File: src/hw/rtl/aol_pkg.sv
// ----------------------------------------------------------------------------
// aol_pkg
// Shared types and codes for the A* open-list unit: operation and status
// codes, the scan beat that walks the cell chain and the update command.
// ----------------------------------------------------------------------------
package aol_pkg;

    localparam int MAX_COORD_BITS = 16;
    localparam int MAX_IDX_BITS   = 12;
    localparam int COST_BITS      = 16;
    localparam int TOTAL_BITS     = 17;

    localparam logic [2:0] OP_INSERT = 3'd0;
    localparam logic [2:0] OP_REMOVE = 3'd1;
    localparam logic [2:0] OP_LOWEST = 3'd2;
    localparam logic [2:0] OP_SETVAL = 3'd3;
    localparam logic [2:0] OP_LOOKUP = 3'd4;

    localparam logic [1:0] ST_OK       = 2'd0;
    localparam logic [1:0] ST_NOTFOUND = 2'd1;
    localparam logic [1:0] ST_FULL     = 2'd2;
    localparam logic [1:0] ST_EMPTY    = 2'd3;

    localparam logic [COST_BITS-1:0]  COST_MAX  = '1;
    localparam logic [TOTAL_BITS-1:0] TOTAL_MAX = '1;

    typedef struct packed {
        logic                      valid;
        logic [2:0]                op;
        logic [MAX_COORD_BITS-1:0] key_x;
        logic [MAX_COORD_BITS-1:0] key_y;
        logic                      hit;
        logic [MAX_IDX_BITS-1:0]   hit_idx;
        logic [MAX_IDX_BITS-1:0]   hit_age;
        logic [MAX_COORD_BITS-1:0] hit_x;
        logic [MAX_COORD_BITS-1:0] hit_y;
        logic [COST_BITS-1:0]      hit_cost;
        logic [TOTAL_BITS-1:0]     hit_total;
        logic                      free_ok;
        logic [MAX_IDX_BITS-1:0]   free_idx;
    } scan_t;

    typedef struct packed {
        logic                      valid;
        logic [2:0]                op;
        logic [MAX_IDX_BITS-1:0]   idx;
        logic [MAX_IDX_BITS-1:0]   age;
        logic [MAX_COORD_BITS-1:0] x;
        logic [MAX_COORD_BITS-1:0] y;
        logic [COST_BITS-1:0]      cost;
        logic [TOTAL_BITS-1:0]     total;
    } cmd_t;

endpackage

File: src/hw/rtl/aol_cell.sv
// ----------------------------------------------------------------------------
// aol_cell
// One open-list slot. Holds an entry, folds it into the scan beat passing
// through, and applies update commands addressed to it.
// ----------------------------------------------------------------------------
module aol_cell #(
    parameter int IDX        = 0,
    parameter int COORD_BITS = 10,
    parameter int IDX_BITS   = 8
) (
    input  logic          aclk,
    input  logic          aresetn,
    input  aol_pkg::scan_t scan_in,
    output aol_pkg::scan_t scan_out,
    input  aol_pkg::cmd_t  cmd
);

    logic                           valid_reg;
    logic [COORD_BITS-1:0]          x_reg;
    logic [COORD_BITS-1:0]          y_reg;
    logic [aol_pkg::COST_BITS-1:0]  cost_reg;
    logic [aol_pkg::TOTAL_BITS-1:0] total_reg;
    logic [IDX_BITS-1:0]            age_reg;
    aol_pkg::scan_t                 scan_reg;
    aol_pkg::scan_t                 scan_next;

    logic                             match;
    logic                             take;
    logic [aol_pkg::MAX_IDX_BITS-1:0] age_ext;
    logic                             mine;

    assign age_ext = aol_pkg::MAX_IDX_BITS'(age_reg);
    assign match   = (x_reg == scan_in.key_x[COORD_BITS-1:0]) &&
                     (y_reg == scan_in.key_y[COORD_BITS-1:0]);
    assign mine    = (cmd.idx[IDX_BITS-1:0] == IDX_BITS'(IDX));

    always_comb begin
        scan_next = scan_in;
        take      = 1'b0;
        if (scan_in.op == aol_pkg::OP_LOWEST) begin
            take = !scan_in.hit || (total_reg < scan_in.hit_total) ||
                   ((total_reg == scan_in.hit_total) && (age_ext > scan_in.hit_age));
        end else if (scan_in.op == aol_pkg::OP_REMOVE || scan_in.op == aol_pkg::OP_SETVAL ||
                     scan_in.op == aol_pkg::OP_LOOKUP) begin
            take = match && (!scan_in.hit || (age_ext > scan_in.hit_age));
        end
        if (scan_in.valid && valid_reg && take) begin
            scan_next.hit       = 1'b1;
            scan_next.hit_idx   = aol_pkg::MAX_IDX_BITS'(IDX);
            scan_next.hit_age   = age_ext;
            scan_next.hit_x     = aol_pkg::MAX_COORD_BITS'(x_reg);
            scan_next.hit_y     = aol_pkg::MAX_COORD_BITS'(y_reg);
            scan_next.hit_cost  = cost_reg;
            scan_next.hit_total = total_reg;
        end
        if (scan_in.valid && !valid_reg && !scan_in.free_ok) begin
            scan_next.free_ok  = 1'b1;
            scan_next.free_idx = aol_pkg::MAX_IDX_BITS'(IDX);
        end
    end

    always_ff @(posedge aclk) begin
        if (!aresetn) begin
            scan_reg <= '0;
        end else begin
            scan_reg <= scan_next;
        end
    end

    assign scan_out = scan_reg;

    always_ff @(posedge aclk) begin
        if (!aresetn) begin
            valid_reg <= 1'b0;
        end else if (cmd.valid) begin
            if (mine && cmd.op == aol_pkg::OP_INSERT) begin
                valid_reg <= 1'b1;
            end else if (mine && cmd.op == aol_pkg::OP_REMOVE) begin
                valid_reg <= 1'b0;
            end
        end
    end

    always_ff @(posedge aclk) begin
        if (cmd.valid) begin
            if (mine && cmd.op == aol_pkg::OP_INSERT) begin
                x_reg     <= cmd.x[COORD_BITS-1:0];
                y_reg     <= cmd.y[COORD_BITS-1:0];
                cost_reg  <= '0;
                total_reg <= '0;
                age_reg   <= cmd.age[IDX_BITS-1:0];
            end else if (mine && cmd.op == aol_pkg::OP_SETVAL) begin
                cost_reg  <= cmd.cost;
                total_reg <= cmd.total;
            end else if (cmd.op == aol_pkg::OP_REMOVE && valid_reg &&
                         (age_ext > cmd.age)) begin
                // keep ages dense: later entries close the gap
                age_reg <= age_reg - IDX_BITS'(1);
            end
        end
    end

endmodule

File: config.mk
export PLATFORM = sky130hd
export DESIGN_NAME = aol_cell
export DESIGN_NICKNAME = d
export VERILOG_FILES = /design/src/hw/rtl/aol_pkg.sv /design/src/hw/rtl/aol_cell.sv
export SDC_FILE = /design/constraint.sdc
export NUM_CORES = 1
export LEC_CHECK = 0
export ABC_CLOCK_PERIOD_IN_PS = 3350
export BUFFER_PORTS_ARGS = -buffer_cell sky130_fd_sc_hd__buf_2
export CAP_MARGIN = 10
export CORE_AREA = 2 2 145 147
export CTS_BUF_LIST = sky130_fd_sc_hd__clkbuf_4 sky130_fd_sc_hd__clkbuf_8
export DETAILED_ROUTE_END_ITERATION = 8
export DIE_AREA = 0 0 147 149
export GPL_TIMING_DRIVEN = 0
export MAX_ROUTING_LAYER = met4
export PLACE_DENSITY = 0.7
export SYNTH_ARGS = -nofsm -noshare
export SYNTH_HDL_FRONTEND = slang
export SYNTH_SLANG_ARGS = --single-unit
File: constraint.sdc
create_clock -name aclk -period 3.35 [get_ports aclk]
set_input_delay 0.5025 -clock aclk [delete_from_list [all_inputs] [get_ports aclk]]
set_output_delay 0.5025 -clock aclk [all_outputs]
set_load 0.005 [all_outputs]
==> impl_metrics.yaml <==
run_status:
  status: "completed"
clocking:
  clk_latency_ns: 0.51
  cts_tree: "done"
  cts_buffers: 36
  cts.path.max_buffers: 3
  clkSinkCount: 201
  cts-root-buf: "clkbuf_8"
  post_cts_buffers: 0
  htree_levels: 2
  path_clk_slew_ns: 0.06
detailed_routing:
  postRouteAntennaNets: 0
  wl_per_cell_microns: 16.8
  vias: 6582
  first_pass_iters: 4
  drcViolationCount: 0
  via_per_inst: 4.60
  drt-initial-drc-count: 240
  wirelength_microns: 24000
global_routing:
  grt.total_usage_pct: 21.8
  grt_max_degree: 28
  grt_pass1_wl_microns: 35400
  use_met2_pct: 38.3
  grtUsageMet3_pct: 4.25
  antenna_found_initial: 2
  grtUsageMet1_pct: 24.8
  overflow: 0
  grt_pass1_vias: 6683
  busiest_layer: "met2"
pwr:
  power_mw: 5.49
  seqPwrFrac_pct: 47.6
  ir_drop_v: 0.000300
  power_density_nw_per_um2: 503
  intPower_mw: 4.26
  sw_frac_of_total_pct: 22.5
  p_comb_share_pct: 8.4
  p_sw_mw: 1.23
  pwr-share-clk_pct: 44.0
  leakage_nw: 5.66
logic_synthesis:
  ys_top_cells_by_area: "dfxtp_1 35%, edfxtp_1 23%, mux2i_1 7.6%"
  synthTopCellsByCount: "140 x dfxtp_1, 133 x nand2_1, 61 x edfxtp_1, 61 x mux2i_1, 49 x and2_1"
  avgSynthCellArea_sq_um: 10.9
  ys_async_sr_fraction_pct: 0
  synth_mux_area_share_pct: 7.64
  synth_top_family_by_area: "simple AND/OR/NAND/NOR gates"
  synth_seq_cells: 201
  yosys_warnings: 0
  synth_nets: 1003
  synth_compound_area_share_pct: 3.74
  synth_ff_type: "dfxtp_1"
  synthesis.area_sq_um: 7990
  synthSimpleGateAreaFrac_pct: 18.0
  yosysMostFrequentCell: "dfxtp_1"
  seq_area_frac_synth_pct: 58.0
  synthAdderAreaFrac_pct: 5.32
  synth_edf_count: 61
  yosysTopAreaCellShare_pct: 35.1
  synthXorXnorAreaFrac_pct: 2.96
  synth_cells: 735
  ys_types: 37
  synth_top_area_cell: "dfxtp_1"
setup_path:
  reg2reg_to: "scan_out[71]"
  arrival_ns: 2.98
  startpoint_type: "input port"
  reg2reg_from: "total_reg[16]"
  worstPathRequired_ns: 3.49
  crit_path_end_kind: "register"
  path_max_fanout: 20
  reg2reg_slack_ns: 0.76
  criticalPathCategory: "in2reg"
  r2r_cells: 10
floorplanning:
  die_x_microns: 147
  initial_core_util_pct: 38.9
  dieArea_sq_um: 21900
  rows: 53
  die_y_microns: 149
  coreArea_sq_um: 20600
  io_pins: 373
sta:
  maxSlewViolCount: 0
  hold_viol_final: 0
  fmax_mhz: 353
  setup_ws_ns: 0.514
  min_period_ns: 2.84
  grt_setup_unrepaired: "false"
  period_share_pct: 84.7
  slew_headroom_pct: 39.3
  setup_viol: 0
  clock_skew_ns: 0.0299
  worst_slew_pin_slew_ns: 0.903
final_layout:
  num-fill-cells: 1879
  syn_to_final_growth_pct: 36.5
  finalNetCount: 1397
  utilization_pct: 53.1
  largest_register_ffs: 139
  layout-drive-gt1-share_pct: 37.6
place:
  place.gp.congestion: 0.877
  hpwlAfterDp_microns: 18600
  portBuffers: 355
  pre_cts_ws_ns: -0.411
flow_run:
  drv_cap: 0
min_path:
  min_to: "y_reg[1]"
  worstHoldStart: "cmd[34]"
  hold_path.class: "in2reg"
  hold_path_depth: 1
==> power by group through the flow <==
stage / clock [mW] / combinational (mW) / sequential, mW
6_report: 2.42 / 0.460 / 2.61
5_1_grt: 2.58 / 0.513 / 2.62
4_1_cts: 2.48 / 0.466 / 2.61
3_5_place_dp: 0 / 0.464 / 2.67
3_3_place_gp: 0 / 0.456 / 2.66
2_1_floorplan: 0 / 0.163 / 2.68
==> metal layers <==
layer	share of wire (%)	wire length, microns	vias up
li1	-	-	3253
met1	41	9800	3002
met2	50	12000	276
met3	6.3	1520	51
met4	2.9	704	0
met5	0	0	-
==> per-stage QoR <==
step                      std cells  TNS (ns)  hold slack, ns  instance area, sq um
final                          1431         0           0.162                 10900
after global routing           1431         0           0.137                 10900
after CTS                      1429         0           0.128                 10900
after detailed placement       1366     -8.21           0.493                 10100
after global placement         1365    -19.55           0.485                 10100
after floorplan                 735         0           0.476                  7990
==> repair_timing <==
action / 4_1_cts / 5_1_grt
gates resized for setup: 0 / 1
endpoints found under the hold margin: 0 / 0
endpoints found under the setup margin: 0 / 20
hold buffers: 0 / 0
==> cells in the final DEF, fill, tap and decap left out, types with 2 or more instances in the layout <==
cell type   netlist  layout
dfxtp_1         140     140
o21ai_1           3       3
bufinv_16         0       2
o21a_1            2       2
o21ai_0           6       6
buf_6             8       8
clkbuf_1         27      27
nand4_1          10      10
inv_1            37      37
edfxtp_1         61      61
buf_4             2       2
nand2_1         133     133
buf_2             0     355
ha_1             34      34
a21o_1            5       5
and2_1           49      48
and3_1           28      28
xnor2_1          16      16
mux2i_1          61      61
diode_2           0       2
nor2b_1          35      35
nor3_1            7       7
nor2_1           15      14
clkbuf_8          0      40
nor4_1            5       5
nand3_1           6       6
o211ai_1          3       3
a21oi_1          19      19
clkinvlp_4        0       3
clkbuf_4          0      16
xor2_1           11      11
clkinv_2          0       2
==> cells by family after synthesis <==
kind of cell	after synthesis
simple gates	291
flops	201
buf+inv	74
mux	61
compound gates	47
fa+ha+maj	34
xor+xnor	27
==> final cells by class <==
type	instances	area, sq um	area share (%)
flip-flops and latches	201	4630	42.5
multi-input cells	460	3020	27.7
repair buffers	356	1800	16.5
clock buffers	56	671	6.15
well taps	275	344	3.15
plain buffers	37	206	1.89
inverters	37	139	1.27
clock inverters	7	92.6	0.849
diodes	2	5.00	0.0459
==> worst max path at each step <==
stage                     cells after the start  slack [ns]     from           end
after floorplan                               3        0.60  cmd[79]   cost_reg[0]
after global placement                        4       -0.39  cmd[79]  total_reg[8]
after detailed placement                      6       -0.41  cmd[79]      y_reg[1]
after CTS                                     6        0.15  cmd[79]      y_reg[2]
after global routing                          6        0.23  cmd[79]      x_reg[1]
final                                         6        0.51  cmd[79]      x_reg[1]
==> worst max-delay path, cell delays in order <==
cell	delay, ns
buf_2	0.09
nor4_1	0.28
nand3_1	0.26
nor3_1	0.76
clkbuf_1	0.45
and2_2	0.63
(Power assumes the default switching activity.)
